**src/hdl/pipt_pkg.sv**
```systemverilog
`timescale 1ns / 1ps

package pipt_pkg;

   // default coordinate width
   localparam int COORD_BITS_DEF = 16;

   // result request carries one byte, inside flag in bit 0
   localparam int RSP_BITS = 8;

   // which edge the datapath works on
   typedef enum logic {
      EDGE_OPEN  = 1'b0,   // previous vertex to current vertex
      EDGE_CLOSE = 1'b1    // current (last) vertex back to first vertex
   } edge_sel_type;

   typedef struct packed {
      logic         load;      // latch an accepted request
      logic         setup;     // form edge deltas and straddle test
      logic         mul;       // multiply magnitudes, arm divider
      logic         div_step;  // one restoring division step
      logic         apply;     // update parity and vertex history
      logic         finish;    // load result register, clear polygon state
      edge_sel_type edge_sel;
   } cmd_type;

   typedef struct packed {
      logic hit;    // edge straddles the query y and is a real edge
      logic last;   // request held is the final vertex
   } status_type;

endpackage

```
**src/hdl/point_in_polygon_test_core.sv**
```systemverilog
`timescale 1ns / 1ps

// even-odd ray casting point-in-polygon test
// req channel: one request per polygon vertex, in order, each carrying the query
//   point and the vertex; req_tlast marks the final vertex of the polygon
// rsp channel: one request per polygon, sent after the last vertex, bit 0 of
//   rsp_tdata is 1 when the point lies inside
// each edge whose ends straddle the query y goes through one 2*COORD_BITS x
//   COORD_BITS restoring divider at one quotient bit per cycle; that divider
//   sets the rate
// each request steps through load, setup and multiply, then the divider steps
//   when the edge straddles, then apply; the last vertex runs the closing edge
//   too before the result is loaded
// one request is worked on at a time; req_tready is high only while idle
// the result sits in an output register, so a new polygon may start while
//   the previous result still waits; if the receiver stalls, the next result
//   waits until the register is taken
// reset (synchronous, active high) clears parity and polygon progress and
//   drops rsp_tvalid; no clearing pass is needed
module point_in_polygon_test_core #(
   parameter int COORD_BITS = pipt_pkg::COORD_BITS_DEF
) (
   input  logic                                clock,
   input  logic                                reset,
   // request: query_x, query_y, vertex_x, vertex_y from bit 0 up, zero padded
   input  logic                                req_tvalid,
   output logic                                req_tready,
   input  logic [((4*COORD_BITS+7)/8)*8-1:0]   req_tdata,
   input  logic                                req_tlast,   // last_vertex
   // response: inside_res in bit 0, zero padded
   output logic                                rsp_tvalid,
   input  logic                                rsp_tready,
   output logic [pipt_pkg::RSP_BITS-1:0]       rsp_tdata
);
   import pipt_pkg::*;

   cmd_type    cmd;
   status_type sts;

   // sequencer: edge order, divider step count and result handshake
   pipt_ctrl #(
      .COORD_BITS (COORD_BITS)
   ) u_ctrl (
      .clock      (clock),
      .reset      (reset),
      .req_tvalid (req_tvalid),
      .req_tready (req_tready),
      .rsp_tvalid (rsp_tvalid),
      .rsp_tready (rsp_tready),
      .sts        (sts),
      .cmd        (cmd)
   );

   // vertex history, edge deltas, multiplier, divider and parity
   pipt_dpath #(
      .COORD_BITS (COORD_BITS)
   ) u_dpath (
      .clock     (clock),
      .reset     (reset),
      .req_tdata (req_tdata),
      .req_tlast (req_tlast),
      .cmd       (cmd),
      .sts       (sts),
      .rsp_tdata (rsp_tdata)
   );

endmodule

```
**src/hdl/pipt_dpath.sv**
```systemverilog
`timescale 1ns / 1ps

module pipt_dpath #(
   parameter int COORD_BITS = pipt_pkg::COORD_BITS_DEF
) (
   input  logic                                   clock,
   input  logic                                   reset,
   input  logic [((4*COORD_BITS+7)/8)*8-1:0]      req_tdata,
   input  logic                                   req_tlast,
   input  pipt_pkg::cmd_type                      cmd,
   output pipt_pkg::status_type                   sts,
   output logic [pipt_pkg::RSP_BITS-1:0]          rsp_tdata
);
   import pipt_pkg::*;

   localparam int W = COORD_BITS;

   logic signed [W-1:0] qx_ff, qy_ff, vx_ff, vy_ff;
   logic signed [W-1:0] first_x_ff, first_y_ff, prev_x_ff, prev_y_ff;
   logic                last_ff, parity_ff, started_ff, result_ff;
   logic [W-1:0]        mag_dx_ff, mag_dn_ff, mag_dd_ff;
   logic                neg_ff, hit_ff;
   logic [W:0]          acc_ff;
   logic [2*W-1:0]      num_ff;

   logic signed [W-1:0] xi, yi, xj, yj;
   logic signed [W:0]   dx, dn, dd;
   logic [W:0]          dx_neg, dn_neg, dd_neg;
   logic                straddle;
   logic [2*W-1:0]      prod;
   logic [W:0]          rem_sh, rem_sub;
   logic                ge;
   logic signed [W+1:0] q, crossing, qx_ext;
   logic                toggle;

   // edge endpoints: i is the current vertex, j the previous one; on the closing edge i is the first, j the last
   always_comb begin
      if (cmd.edge_sel == EDGE_CLOSE) begin
         xi = first_x_ff;
         yi = first_y_ff;
         xj = vx_ff;
         yj = vy_ff;
      end else begin
         xi = vx_ff;
         yi = vy_ff;
         xj = prev_x_ff;
         yj = prev_y_ff;
      end
   end

   assign dx = {xj[W-1], xj} - {xi[W-1], xi};
   assign dn = {qy_ff[W-1], qy_ff} - {yi[W-1], yi};
   assign dd = {yj[W-1], yj} - {yi[W-1], yi};
   assign dx_neg = ~dx + 1'b1;
   assign dn_neg = ~dn + 1'b1;
   assign dd_neg = ~dd + 1'b1;
   assign straddle = (yi > qy_ff) != (yj > qy_ff);

   assign prod = {{W{1'b0}}, mag_dx_ff} * {{W{1'b0}}, mag_dn_ff};

   // restoring divider step
   assign rem_sh  = {acc_ff[W-1:0], num_ff[2*W-1]};
   assign ge      = rem_sh >= {1'b0, mag_dd_ff};
   assign rem_sub = rem_sh - {1'b0, mag_dd_ff};

   // crossing x and compare
   assign q        = neg_ff ? $signed(-{2'b00, num_ff[W-1:0]})
                            : $signed({2'b00, num_ff[W-1:0]});
   assign crossing = $signed({{2{xi[W-1]}}, xi}) + q;
   assign qx_ext   = $signed({{2{qx_ff[W-1]}}, qx_ff});
   assign toggle   = hit_ff && (qx_ext < crossing);

   always_ff @(posedge clock) begin
      if (reset) begin
         parity_ff  <= 1'b0;
         started_ff <= 1'b0;
         result_ff  <= 1'b0;
      end else begin
         if (cmd.apply) begin
            if (cmd.edge_sel == EDGE_OPEN) begin
               if (!started_ff) begin
                  first_x_ff <= vx_ff;
                  first_y_ff <= vy_ff;
                  parity_ff  <= 1'b0;
                  started_ff <= 1'b1;
               end else begin
                  parity_ff <= parity_ff ^ toggle;
               end
               prev_x_ff <= vx_ff;
               prev_y_ff <= vy_ff;
            end else begin
               parity_ff <= parity_ff ^ toggle;
            end
         end
         if (cmd.finish) begin
            result_ff  <= parity_ff;
            parity_ff  <= 1'b0;
            started_ff <= 1'b0;
         end
      end
   end

   always_ff @(posedge clock) begin
      if (cmd.load) begin
         qx_ff   <= req_tdata[W-1:0];
         qy_ff   <= req_tdata[2*W-1:W];
         vx_ff   <= req_tdata[3*W-1:2*W];
         vy_ff   <= req_tdata[4*W-1:3*W];
         last_ff <= req_tlast;
      end
      if (cmd.setup) begin
         mag_dx_ff <= dx[W] ? dx_neg[W-1:0] : dx[W-1:0];
         mag_dn_ff <= dn[W] ? dn_neg[W-1:0] : dn[W-1:0];
         mag_dd_ff <= dd[W] ? dd_neg[W-1:0] : dd[W-1:0];
         neg_ff    <= dx[W] ^ dn[W] ^ dd[W];
         hit_ff    <= straddle && ((cmd.edge_sel == EDGE_CLOSE) || started_ff);
      end
      if (cmd.mul) begin
         num_ff <= prod;
         acc_ff <= '0;
      end else if (cmd.div_step) begin
         acc_ff <= ge ? rem_sub : rem_sh;
         num_ff <= {num_ff[2*W-2:0], ge};
      end
   end

   assign sts.hit  = hit_ff;
   assign sts.last = last_ff;
   assign rsp_tdata = {{(RSP_BITS-1){1'b0}}, result_ff};

endmodule

```
**src/hdl/pipt_ctrl.sv**
```systemverilog
`timescale 1ns / 1ps

module pipt_ctrl #(
   parameter int COORD_BITS = pipt_pkg::COORD_BITS_DEF
) (
   input  logic                 clock,
   input  logic                 reset,
   input  logic                 req_tvalid,
   output logic                 req_tready,
   output logic                 rsp_tvalid,
   input  logic                 rsp_tready,
   input  pipt_pkg::status_type sts,
   output pipt_pkg::cmd_type    cmd
);
   import pipt_pkg::*;

   localparam int DIV_STEPS = 2 * COORD_BITS;
   localparam int CNT_W     = $clog2(DIV_STEPS);
   localparam logic [CNT_W-1:0] CNT_LAST = CNT_W'(DIV_STEPS - 1);

   typedef enum logic [2:0] {
      S_IDLE,
      S_SETUP,
      S_MUL,
      S_DIV,
      S_APPLY,
      S_RESULT
   } state_type;

   state_type    state_ff, state_in;
   edge_sel_type edge_sel_ff, edge_sel_in;
   logic [CNT_W-1:0] cnt_ff, cnt_in;
   logic         rsp_valid_ff, rsp_valid_in;

   always_comb begin
      state_in     = state_ff;
      edge_sel_in  = edge_sel_ff;
      cnt_in       = cnt_ff;
      rsp_valid_in = rsp_valid_ff && !rsp_tready;
      cmd          = '0;
      cmd.edge_sel = edge_sel_ff;
      unique case (state_ff)
         S_IDLE: begin
            if (req_tvalid) begin
               cmd.load    = 1'b1;
               edge_sel_in = EDGE_OPEN;
               state_in    = S_SETUP;
            end
         end
         S_SETUP: begin
            cmd.setup = 1'b1;
            state_in  = S_MUL;
         end
         S_MUL: begin
            cmd.mul  = 1'b1;
            cnt_in   = '0;
            state_in = sts.hit ? S_DIV : S_APPLY;
         end
         S_DIV: begin
            cmd.div_step = 1'b1;
            cnt_in       = cnt_ff + 1'b1;
            if (cnt_ff == CNT_LAST) begin
               state_in = S_APPLY;
            end
         end
         S_APPLY: begin
            cmd.apply = 1'b1;
            if (edge_sel_ff == EDGE_CLOSE) begin
               state_in = S_RESULT;
            end else if (sts.last) begin
               edge_sel_in = EDGE_CLOSE;
               state_in    = S_SETUP;
            end else begin
               state_in = S_IDLE;
            end
         end
         S_RESULT: begin
            if (!rsp_valid_ff || rsp_tready) begin
               cmd.finish   = 1'b1;
               rsp_valid_in = 1'b1;
               state_in     = S_IDLE;
            end
         end
         default: begin
            state_in = S_IDLE;
         end
      endcase
   end

   always_ff @(posedge clock) begin
      if (reset) begin
         state_ff     <= S_IDLE;
         edge_sel_ff  <= EDGE_OPEN;
         cnt_ff       <= '0;
         rsp_valid_ff <= 1'b0;
      end else begin
         state_ff     <= state_in;
         edge_sel_ff  <= edge_sel_in;
         cnt_ff       <= cnt_in;
         rsp_valid_ff <= rsp_valid_in;
      end
   end

   assign req_tready = (state_ff == S_IDLE);
   assign rsp_tvalid = rsp_valid_ff;

endmodule

```
**config.mk**
```make
export PLATFORM = sky130hd
export DESIGN_NAME = point_in_polygon_test_core
export DESIGN_NICKNAME = d
export VERILOG_FILES = /design/src/hdl/pipt_pkg.sv /design/src/hdl/point_in_polygon_test_core.sv /design/src/hdl/pipt_dpath.sv /design/src/hdl/pipt_ctrl.sv
export SDC_FILE = /design/constraint.sdc
export NUM_CORES = 1
export LEC_CHECK = 0
export ABC_AREA = 1
export BUFFER_PORTS_ARGS = -buffer_cell sky130_fd_sc_hd__buf_2
export CORE_MARGIN = 2
export CORE_UTILIZATION = 55
export CTS_BUF_LIST = sky130_fd_sc_hd__clkbuf_16
export DETAILED_ROUTE_END_ITERATION = 16
export PLACE_DENSITY = 0.74
export SYNTH_ARGS = -nofsm -noshare
export SYNTH_HDL_FRONTEND = slang
export SYNTH_SLANG_ARGS = --single-unit
```
**constraint.sdc**
```tcl
create_clock -name clock -period 9 [get_ports clock]
set_clock_uncertainty 0.05 [all_clocks]
set_input_delay 0.45 -clock clock [delete_from_list [all_inputs] [get_ports clock]]
set_output_delay 0.45 -clock clock [all_outputs]
set_load 0.02 [all_outputs]
```
# Word level (Yosys, flattened, before mapping)
# Index checks and enable logic that the tools add are counted.
word_totals:
  register_bits: 240
  inputBits: 69
op_classes:
  bitwise: 9
  addsub: 10
  eq_ne: 10
  multipliers: 1
  muxes: 35
  n_reduce_logical: 17
  order_cmp: 4
ops:
  columns: ["cell", "count"]
  rows:
  - ["two-way mux 16 bit", 8]
  - ["two-way mux 32 bit", 2]
  - ["subtractor 16 x 16 -> 17 bit", 3]
  - ["adder 16 x 1 -> 16 bit (second input constant)", 3]
  - ["inverter 16 bit", 3]
  - ["> comparator 16 bit", 2]
  - ["multiplier 16 x 16 -> 32 bit", 1]
  - ["adder 16 x 18 -> 18 bit", 1]
  - ["< comparator 16 x 18 -> 1 bit", 1]
  - ["two-way mux 18 bit", 1]
  - ["negation 16 -> 18 bit", 1]
  - ["one-hot mux 3 bit (6 select lines)", 1]
  - ["greater-or-equal comparator 17 x 16 -> 1 bit", 1]
  - ["two-way mux 1 bit", 16]
  - ["subtractor 16 bit", 1]
  - ["two-way mux 3 bit", 5]
  - ["one-hot mux 5 bit (2 select lines)", 1]
  - ["== test 3 x 2 -> 1 bit (second input constant)", 2]
  - ["== test 3 bit (second input constant)", 2]
  - ["AND reduction 3 bit", 2]
  - ["nonzero test 2 bit", 3]
  - ["adder 5 x 1 -> 5 bit (second input constant)", 1]
  - ["== test 5 bit (second input constant)", 1]
  - ["!= test 2 x 1 -> 1 bit (second input constant)", 2]
  - ["13 further kinds", 22]

# Longest topological paths before layout
# Gate-level depths: netlist of the first run.
logic_depth:
  ltp_word: 8
  depth_mapped: 29
  mapped_depth_nobuf: 29

# Cells and area by module
# A second synthesis of the first run with hierarchy kept.
hier_totals:
  cells_unflattened: 3199
  area_unflattened_um2: 24990.2
modules_own_cells:
  columns: ["module", "cells_each", "area_per_inst_um2", "seq_area_each_um2", "instances"]
  rows:
  - ["pipt_dpath", 3116, 24430.9, 6716.4, 1]
  - ["pipt_ctrl", 83, 559.3, 200.2, 1]

# Least setup slack after synthesis of the first run
# OpenSTA, ideal clock, no wires.
synth_path:
  kind: "register to register"
  from: "register u_dpath.mag_dx_ff[5]"
  to: "register u_dpath.num_ff[27] (data pin)"
  setup_slack_ns: 3.091
  path_stages_with_launch: 27
  setup_ns: 0.254
  period_less_slack_ns: 5.909
  t_arrival_ns: 5.606
  cell_sequence: "edfxtp_1 clkbuf_1 clkbuf_1 nand2_1 fa_1 inv_1 fa_1 inv_1 fa_1 inv_1 fa_1 fa_1 inv_1 fa_1 inv_1 ha_1 a21oi_1 o21ai_0 a21oi_1 nand2_1 nand2_1 nand2_1 nand2_1 nand2_1 or2_2 nand3_1 nand2_1"
synth_via:
  elab_chain_cells: 2
synth_lines:
  columns: ["item", "line_no", "source"]
  rows:
  - ["start, declared", "pipt_dpath.sv:21", "logic [W-1:0] mag_dx_ff, mag_dn_ff, mag_dd_ff;"]
  - ["start signal, assigned", "pipt_dpath.sv:112", "mag_dx_ff <= dx[W] ? dx_neg[W-1:0] : dx[W-1:0];"]
  - ["multiplier 16 x 16 -> 32 bit", "pipt_dpath.sv:59", "assign prod = {{W{1'b0}}, mag_dx_ff} * {{W{1'b0}}, mag_dn_ff};"]
  - ["two-way mux 32 bit", "pipt_dpath.sv:118", "if (cmd.mul) begin"]
  - ["end signal, assigned", "pipt_dpath.sv:119", "num_ff <= prod;"]
  - ["end signal, assigned", "pipt_dpath.sv:123", "num_ff <= {num_ff[2*W-2:0], ge};"]
  - ["end, declared", "pipt_dpath.sv:24", "logic [2*W-1:0] num_ff;"]
# Every way passes these cells.
# A chain may end at the register's enable or synchronous reset.

# Worst setup path after layout of the first run
layout_path:
  from: "register u_dpath.mag_dx_ff[9]"
  to: "register u_dpath.num_ff[24] (data pin)"
# Same word-level chain as after synthesis.

==> out/qor.csv, run 1 <==
metric,value,unit
Die ar.,46460,um2
Synth Instances,3103,
Yosys reg bits,240,
Buffers on Ports,71,
vias in the first global route,19565,
most common flop cell mapped by yosys,edfxtp_1,
Routed Wire Length,61340,um
share of post-route cells with drive strength above 1,5.920,%
Die Y,215.6,um
Tot GR Track Use,26.83,%
met3 Use GR,2.495,%
Relative slew margins,45.33,%
post-synth top area share,25.74,%
P&R area growth vs syn,7.406,%
Final Cycle Share,70.51,%
Worst Hold Class,in -> reg,
"Largest stage delay, worst path",0.72,ns
num rows,77,
effective utilization at floorplan,55.67,%
FF-to-FF path depth,21,
Final GP Congestion,0.9566,
worst skew pair latency,0.57,ns
CTS H-tree lvls,1,
status,completed,
Avg WL per Cell,16.35,um
Vias,19747,
upper clock frequency limit,0.1576,GHz
Worst Path Max Fanout,16,
drt via density,5.264,
max cap viols,0,
ant diodes,0,
Worst EP required,9.28,ns
final setup fails,0,
ANT nets after route,0,
CTS Buf Count,25,
first-pass GRT wire length,99970,um
CTS tree,built,
largest net degree at the start of global routing,72,
HPWL after DPL,49850,um
# nets final,3633,
mapped cell area,24620,um2
most common cell in the netlist,nand2_1,
"Distinct cells, synth",54,
CP Depth,21,
routing usage on met2,47.35,%
clk slew on worst S/H paths,0.07,ns
Syn. warnings,0,
"top cells by count, synth","nand2_1, inv_1, ha_1",
core area,44220,um2
"Slowest-stage cell, CP",edfxtp_1,
register area share after synthesis,28.10,%
biggest area consumer among synthesized cells,edfxtp_1,
die width,215.6,um
Iter 0 DRT Violations,1457,
TritonRoute pass-1 iters,6,
synth top area cells,"edfxtp_1, fa_1, nand2_1",
R2R setup slack,2.65,ns
Tmin final,6.346,ns
Worst Tran Pin Value,0.8200,ns
drt drc,0,
Ports,79,
Fin. Hold Viols,0,
Final Max Slew Viols,0,
GR Util met1,35.36,%
CP Class,reg -> reg,
"Avg Cell Area, Syn",7.933,um2
Worst Setup End Kind,flip-flop,
Post-synth EDFFs,211,
worst path buffer plus inverter count,5,
RSZ-0062 raised after global routing,false,
clock sink count,240,
crit-path cells,"nand2_1, inv_1, fa_1, inv_1, fa_1, inv_1, fa_1, fa_1, fa_1, inv_1, fa_1, inv_1, ha_1, a21oi_1, o21ai_0, a21oi_1, nand3_1, a21o_1, or2_2, nand3_1, nand2_1",
final setup TNS,0,ns
WP data arrival,6.62,ns
GR Overflow Total,0,
Async SR Flop Fraction,0,%
Clock Path Buffers,3,
grt peak-use layer,met2,
CP Launch Type,flip-flop,
antenna violations before repair,0,
Critical Path Most Common Cell,fa_1,
setup bufs post-CTS,0,
Hold Crit Depth,1,
CTS Root Cell,clkbuf_16,
Crit path max-delay family,adder cells,
-- layout by cell type (no fill, tap or decap), types with 5 or more instances in the layout --
| master | instances |
|---|---|
| nand4_1 | 20 |
| ha_1 | 225 |
| o21a_1 | 5 |
| nand3b_1 | 15 |
| nor3_1 | 27 |
| nand2_1 | 871 |
| nor2_2 | 8 |
| edfxtp_1 | 211 |
| or2_2 | 26 |
| xnor2_1 | 39 |
| a21oi_1 | 130 |
| clkinv_2 | 5 |
| nand3_1 | 159 |
| o21ai_1 | 6 |
| mux2i_1 | 15 |
| buf_4 | 11 |
| dlygate4sd3_1 | 25 |
| conb_1 | 7 |
| buf_2 | 71 |
| o21ai_0 | 110 |
| nor2_1 | 145 |
| clkbuf_16 | 25 |
| fa_1 | 199 |
| o21bai_1 | 6 |
| inv_1 | 626 |
| xor2_1 | 56 |
| nand2_2 | 6 |
| a21o_1 | 7 |
| dfxtp_1 | 28 |
| o31ai_1 | 5 |
-- final timing paths --
path                              endpoint                      startpoint
min reg2reg  u_ctrl.cnt_ff[4]$_SDFFE_PP0P_   u_ctrl.cnt_ff[4]$_SDFFE_PP0P_
min            u_dpath.qx_ff[10]$_DFFE_PP_                   req_tdata[10]
max reg2reg   u_dpath.num_ff[24]$_DFFE_PP_  u_dpath.mag_dx_ff[9]$_DFFE_PP_
max           u_dpath.num_ff[24]$_DFFE_PP_  u_dpath.mag_dx_ff[9]$_DFFE_PP_
-- state kept, by name (all words and copies together), names as in the netlist --
signal              flops
u_dpath.first_y_ff     16
u_ctrl.state_ff         3
u_dpath.vx_ff          16
u_dpath.qx_ff          16
u_ctrl.edge_sel_ff      1
u_dpath.prev_y_ff      16
u_dpath.result_ff       1
u_dpath.mag_dx_ff      16
u_dpath.mag_dn_ff      16
u_dpath.acc_ff         16
u_dpath.parity_ff       1
u_ctrl.cnt_ff           5
u_dpath.qy_ff          16
u_ctrl.rsp_tvalid       1
u_dpath.started_ff      1
u_dpath.mag_dd_ff      16
u_dpath.prev_x_ff      16
u_dpath.num_ff         32
u_dpath.vy_ff          16
u_dpath.neg_ff          1
u_dpath.first_x_ff     16
u_dpath.hit_ff          1
u_dpath.last_ff         1
-- layout make-up --
type	instances	area (um2)
Sequential cell	240	6918
Clock buffer	25	625.6
Timing Repair Buffer	107	688.2
Multi-Input combinational cell	2143	14970
Inverter	623	2338
Fill cell	3951	17780
Tap cell	592	740.7
Clock inverter	21	161.4
-- routing by layer --
metal  vias to the layer above  part of all wire, %
li1                       9756                    -
met1                      9438                   44
met2                       473                   49
met3                        80                  4.5
met4                         0                  2.4
met5                         -                    0
-- logic make-up (layout without fill, tap and decap cells) --
family                   Yosys count  after routing  share of synthesized area [%]
AO/OA/AOI/OAI                    297            297                          6.608
XOR/XNOR                         100            100                          3.756
adder cells (fa/ha/maj)          424            424                          27.62
buffers and inverters            726            776                          11.33
flip-flops                       240            240                          28.10
multiplexers                      15             15                         0.6099
other                              1              7                        0.01523
AND/OR/NAND/NOR                 1300           1300                          21.96
-- stage by stage --
| stage | hold WS (ns) | instances | util, % | setup WS (ns) | cell area, um2 |
|---|---|---|---|---|---|
| after floorplan | 0.3934 | 3109 | - | 3.091 | 24640 |
| after global placement | 0.4050 | 3680 | 57.44 | 2.740 | 25400 |
| after detailed placement | 0.4142 | 3680 | 57.44 | 2.633 | 25400 |
| after CTS | 0.0001081 | 3751 | 59.79 | 2.669 | 26440 |
| after global routing | 0.008384 | 3751 | 59.79 | 2.313 | 26440 |
| final | 0.01832 | 3751 | 59.79 | 2.654 | 26440 |
-- what timing repair did --
action | 4_1_cts | 5_1_grt
endpoints found under the hold margin | 25 | 0
resized for setup | 0 | 0
hold buffers | 25 | 0
Power of run 1 is left out: the tool's default activity adds up to more than one toggle a clock period on the data nets, which glitch-free logic cannot reach.
==> run 2, diff against run 1 <==
ABC_AREA = 0   (was 1)
clock period = 6.15 ns   (was 9 ns; I/O delays follow)
==> run 2 against run 1 <==
  * The flow now finishes with violations (setup timing)
  * Cell count down 16%
  * Final area up 2.7%
  * Worst hold slack better by 0.070 ns
  * Die area down 5.6%
  * Flip-flop and latch count unchanged
  * Largest cell class unchanged
  * Highest routed layer unchanged
==> out/qor.csv, run 2 <==
metric,value,unit,change
drt drc,0,,unchanged
register area share after synthesis,29.81,%,+1.7 points
Inst Count DP,2988,,-19%
GR Overflow Total,0,,unchanged
final setup TNS,-2.273,ns,-2.273 ns
final worst slack,-0.3430,ns,-2.997 ns
Iter 0 DRT Violations,1392,,-4.5%
largest net degree at the start of global routing,66,,-8.3%
core area,41760,um2,-5.6%
Synth Instances,2341,,-25%
HPWL after DPL,42060,um,-16%
Worst Tran Pin Value,0.9736,ns,+0.1536 ns
CTS Buf Count,25,,unchanged
# nets final,3071,,-15%
crit-path cells,"and2_4, fa_1, inv_1, fa_1, fa_1, inv_1, fa_1, fa_1, inv_2, fa_1, inv_2, ha_4, buf_6, nand4_1, buf_4, nor2_4, and3_4, nand3_4, a21boi_4, a21oi_2, o21a_1, or4_1, nand3_1",,
CP Class,reg -> reg,,
clk slew on worst S/H paths,0.07,ns,about the same
FF-to-FF path depth,23,,+9.5%
Syn. warnings,0,,unchanged
vias in the first global route,18298,,-6.5%
Final GP Congestion,0.9280,,-3.0%
Hold Crit Depth,4,,+3
largest reg by FF count,u_dpath.num_ff,,
failing checks,setup timing,,
antenna violations before repair,0,,unchanged
Clock Path Buffers,3,,unchanged
Ports,79,,unchanged
Post-synth EDFFs,211,,unchanged
CTS H-tree lvls,1,,unchanged
Yosys reg bits,240,,unchanged
"Avg Cell Area, Syn",9.912,um2,+25%
P&R area growth vs syn,16.96,%,
fill count,3095,,-22%
Final Instance Count excl. Fillers,3135,,-16%
WP data arrival,6.84,ns,+0.22 ns
final setup fails,13,,+13
reg-to-reg critical path endpoint,u_dpath.num_ff[29]$_DFFE_PP_,,
most common flop cell mapped by yosys,edfxtp_1,,
Final Max Slew Viols,0,,unchanged
"Slowest-stage cell, CP",edfxtp_1,,
post-route cell area,27140,um2,+2.7%
Worst Hold Class,in -> reg,,
Fin. Hold Viols,0,,unchanged
Die Y,209.4,um,-2.9%
placed cell area,24790,um2,-2.4%
drt via density,5.713,,+8.5%
Async SR Flop Fraction,0,%,unchanged
Worst Setup End Kind,flip-flop,,
Vias,17910,,-9.3%
WHS Endpoint,u_ctrl.edge_sel_ff$_SDFFE_PP0P_,,
status,"finished, violations left",,
synth top area cells,"edfxtp_1, fa_1, ha_1",,
biggest area consumer among synthesized cells,edfxtp_1,,
Tmin final,6.493,ns,+0.1473 ns
Routed Wire Length,57340,um,-6.5%
Relative slew margins,34.85,%,-10 points
upper clock frequency limit,0.1540,GHz,-2.3%
Die ar.,43850,um2,-5.6%
clock sink count,240,,unchanged
share of post-route cells with drive strength above 1,16.29,%,+10 points
Avg WL per Cell,18.29,um,+12%
CP Launch Type,flip-flop,,
CTS Root Cell,clkbuf_16,,
max cap viols,0,,unchanged
most common cell in the netlist,inv_1,,
num rows,75,,-2.6%
reg2reg start,u_dpath.mag_dn_ff[5]$_DFFE_PP_,,
TritonRoute pass-1 iters,5,,-1
most frequent cells in the layout,"inv_1, nand2_1, edfxtp_1, ha_1, fa_1",,
worst skew pair latency,0.56,ns,about the same
Buffers on Ports,71,,unchanged
"Distinct cells, synth",73,,+35%
Hold Crit Start,req_tvalid,,
"top cells by count, synth","inv_1, nand2_1, ha_1",,
post-synth top area share,27.31,%,+1.6 points
effective utilization at floorplan,55.57,%,-0.10 points
mapped cell area,23200,um2,-5.7%
Worst Path Max Fanout,7,,-9
"Largest stage delay, worst path",0.55,ns,-0.17 ns
Critical Path Most Common Cell,fa_1,,
ant diodes,0,,unchanged
"most common cell after layout, fill and taps aside",inv_1,,
Final Cycle Share,105.6,%,+35 points
ANT nets after route,0,,unchanged
RSZ-0062 raised after global routing,true,,
Worst EP required,6.50,ns,-2.78 ns
CTS tree,built,,
Critical Path Source,u_dpath.mag_dn_ff[5]$_DFFE_PP_,,
Tot GR Track Use,26.13,%,-0.70 points
R2R setup slack,-0.34,ns,-3.00 ns
first-pass GRT wire length,92250,um,-7.7%
number of flip-flops in the largest register,32,,unchanged
die width,209.4,um,-2.9%
-- run 2: how the worst max path moves through the flow --
stage                                         endpoint  cells after the start
after global placement    u_dpath.num_ff[29]$_DFFE_PP_                     22
after floorplan           u_dpath.num_ff[28]$_DFFE_PP_                     22
after CTS                 u_dpath.num_ff[21]$_DFFE_PP_                     23
final                     u_dpath.num_ff[29]$_DFFE_PP_                     23
after global routing      u_dpath.num_ff[29]$_DFFE_PP_                     23
after detailed placement  u_dpath.num_ff[30]$_DFFE_PP_                     20
-- run 2: cell families (layout without fill, tap and decap cells) --
logic type,after synthesis,in the layout,synth area share (%)
AOI/OAI and AO/OA,396,396,11.30
muxes,78,78,3.570
adders and majority gates,424,424,29.30
other,1,7,0.01616
DFF,240,240,29.81
buffers and inverters,396,645,6.535
xor gates and xnor gates,139,139,5.247
and+or+nand+nor,667,667,14.22
-- run 2: what timing repair did --
item / 4_1_cts / 5_1_grt
endpoints found under the hold margin: 65 / 0
endpoints found under the setup margin: 17 / 19
pin swaps: 58 / 44
hold buffers: 65 / 0
gates resized for setup: 62 / 95
buffers inserted: 23 / 15
-- run 2: metal layers --
layer  global-route usage, %  share of wire, %  up-vias
met5                       0                 0        -
met4                   9.581               3.6        0
met3                   3.486               5.7      120
met2                   43.87                49      603
met1                   34.85                42     8739
li1                        -                 -     8448
-- run 2: stage by stage --
stage	hold slack, ns	utilization (%)	setup WS (ns)
global placement	0.3922	59.35	-0.3648
floorplan	0.3266	-	0.004579
CTS	0.06856	63.87	-0.1583
finish	0.08791	64.99	-0.3430
detailed placement	0.4092	59.35	-0.5882
global route	0.09772	64.99	-0.4327
-- run 2: critical path, delay by kind of cell, from the launching register on --
kind,cells,cell delay [ns]
fa+ha+maj,7,3.27
simple gates,7,1.35
compound gates,3,0.61
flops,1,0.55
buf+inv,6,0.52
-- run 2: final cells by class --
type	instances	area [um2]	share of cell area, %
tap	539	674.4	2.485
sequential	240	6920	25.50
timing repair buffer	281	2185	8.049
clock inverter	20	196.4	0.7238
inverter	319	1197	4.412
clock buffer	25	625.6	2.305
multi-input combinational	1711	15340	56.53
Power of run 2 is left out for the same reason.
==> run 3, diff against run 2 <==
==> constraint.sdc (replaced) <==
create_clock -name clock -period 6.15 [get_ports clock]
set_clock_uncertainty 0.05 [all_clocks]
set_input_delay 0.9225 -clock clock [delete_from_list [all_inputs] [get_ports clock]]
set_output_delay 0.9225 -clock clock [all_outputs]
set_load 0.02 [all_outputs]
==> run 3 against run 2 <==
  * The run still ends with setup timing left
  * Cell count down 2.2%
  * Worst hold slack improved by 0.33 ns
  * Fmax is 1.1% higher
  * Final area is 2.6% lower
  * Critical path depth decreased by 1
  * Non-clock buffer count fell by 68
  * Register-to-register slack better by 0.07 ns
  * Highest routed layer unchanged
==> out/qor.csv, run 3 (synthesis results as in run 2) <==
metric,value,unit,change
upper clock frequency limit,0.1557,GHz,+1.1%
CTS Buf Count,25,,unchanged
max cap viols,0,,unchanged
Iter 0 DRT Violations,1283,,-7.8%
crit-path cells,"and2_4, fa_1, inv_2, fa_1, fa_1, inv_2, fa_1, fa_1, inv_2, fa_1, inv_2, ha_4, a21o_1, a21o_1, a211o_1, a31oi_4, a21boi_4, buf_6, o311a_4, o21ai_2, mux2i_1, nand2_1",,
drt via density,5.738,,+0.43%
first-pass GRT wire length,89970,um,-2.5%
Worst Setup End Kind,flip-flop,,
Worst EP required,6.38,ns,-0.12 ns
core area,41760,um2,unchanged
Critical Path Most Common Cell,fa_1,,
die width,209.4,um,unchanged
Fin. Hold Viols,0,,unchanged
HPWL after DPL,42060,um,unchanged
largest net degree at the start of global routing,66,,unchanged
Final Max Slew Viols,0,,unchanged
ANT nets after route,0,,unchanged
most frequent cells in the layout,"inv_1, nand2_1, ha_1, edfxtp_1, fa_1",,
ant diodes,0,,unchanged
final setup fails,11,,-2
"Slowest-stage cell, CP",edfxtp_1,,
Avg WL per Cell,18.07,um,-1.2%
Final Instance Count excl. Fillers,3067,,-2.2%
TritonRoute pass-1 iters,6,,+1
Clock Path Buffers,3,,unchanged
Buffers on Ports,71,,unchanged
Worst Hold Class,reg -> reg,,
antenna violations before repair,0,,unchanged
Worst Path Max Fanout,7,,unchanged
number of flip-flops in the largest register,32,,unchanged
vias in the first global route,17848,,-2.5%
RSZ-0062 raised after global routing,true,,
Inst Count DP,2988,,unchanged
CP Launch Type,flip-flop,,
"worst slack, placed",-0.5882,ns,unchanged
Tot GR Track Use,25.45,%,-0.68 points
hold buffer count at cts,0,,-100%
failing checks,setup timing,,
Tmin final,6.424,ns,-0.06870 ns
CTS Root Cell,clkbuf_16,,
Die Y,209.4,um,unchanged
effective utilization at floorplan,55.57,%,unchanged
CP Class,reg -> reg,,
clk slew on worst S/H paths,0.06,ns,about the same
Worst Tran Pin Value,0.9912,ns,+0.01766 ns
P&R area growth vs syn,13.92,%,
"Largest stage delay, worst path",0.56,ns,about the same
GR Overflow Total,0,,unchanged
WP data arrival,6.66,ns,-0.18 ns
"most common cell after layout, fill and taps aside",inv_1,,
Relative slew margins,33.67,%,-1.2 points
num rows,75,,unchanged
largest reg by FF count,u_dpath.num_ff,,
Routed Wire Length,55430,um,-3.3%
Final GP Congestion,0.9280,,unchanged
final worst slack,-0.2743,ns,+0.06870 ns
final setup TNS,-1.874,ns,+0.3988 ns
Ports,79,,unchanged
Final Cycle Share,104.5,%,-1.1 points
clock sink count,240,,unchanged
share of post-route cells with drive strength above 1,16.50,%,+0.20 points
# nets final,3003,,-2.2%
Vias,17597,,-1.7%
CTS tree,built,,
CTS H-tree lvls,1,,unchanged
drt drc,0,,unchanged
status,"finished, violations left",,
Die ar.,43850,um2,unchanged
fill count,3207,,+3.6%
worst skew pair latency,0.55,ns,about the same
## run 3: cell types whose count changed in the layout (fill, tap and decap cells not counted), sizes merged
| cell | change |
|---|---|
| dlygate4sd3 | -65 |
| buf | -3 |
## run 3: final timing paths
check / start / endpoint / slack (ns) / cells after the start
hold reg to reg: u_ctrl.cnt_ff[4]$_SDFFE_PP0P_ / u_ctrl.cnt_ff[4]$_SDFFE_PP0P_ / 0.42 / 2
hold / removal: u_ctrl.cnt_ff[4]$_SDFFE_PP0P_ / u_ctrl.cnt_ff[4]$_SDFFE_PP0P_ / 0.42 / 2
setup reg to reg: u_dpath.mag_dn_ff[5]$_DFFE_PP_ / u_dpath.num_ff[21]$_DFFE_PP_ / -0.27 / 22
setup / recovery: u_dpath.mag_dn_ff[5]$_DFFE_PP_ / u_dpath.num_ff[21]$_DFFE_PP_ / -0.27 / 22
## run 3: stage by stage
| step | hold slack [ns] | cell area (um2) | utilization, % |
|---|---|---|---|
| 6_report | 0.4167 | 26430 | 63.30 |
| 5_1_grt | 0.4470 | 26430 | 63.30 |
| 4_1_cts | 0.4174 | 26020 | 62.31 |
| 3_5_place_dp | 0.4092 | 24790 | 59.35 |
| 3_3_place_gp | 0.3922 | 24790 | 59.35 |
| 2_1_floorplan | 0.3801 | 23260 | - |
## run 3: cell type report
class | instances | area, um2 | share of cell area [%]
Tap cell | 539 | 674.4 | 2.551
Multi-Input combinational cell | 1711 | 15290 | 57.85
Inverter | 319 | 1197 | 4.530
Clock buffer | 25 | 625.6 | 2.367
Clock inverter | 20 | 196.4 | 0.7432
Sequential cell | 240 | 6920 | 26.18
Timing Repair Buffer | 213 | 1526 | 5.775
## run 3: repair_timing
item	CTS	global route
setup buffers	23	14
gates resized for setup	62	97
pin swaps	58	56
endpoints found under the setup margin	17	19
## run 3: critical path: cells and delay by family (launching register included)
kind,cells,cell delay (ns)
AO/OA/AOI/OAI,7,1.48
adder cells (fa/ha/maj),7,3.25
buffers and inverters,5,0.32
flip-flops,1,0.56
multiplexers,1,0.20
AND/OR/NAND/NOR,2,0.30
## run 3: per-layer routing
metal  up-vias  GRT usage (%)  wire [um]
li1       8305              -          -
met1      8613          34.31      23770
met2       542          42.28      26450
met3       137          3.471       3027
met4         0          9.286       2182
met5         -              0          0
Power of run 3 is left out for the same reason.
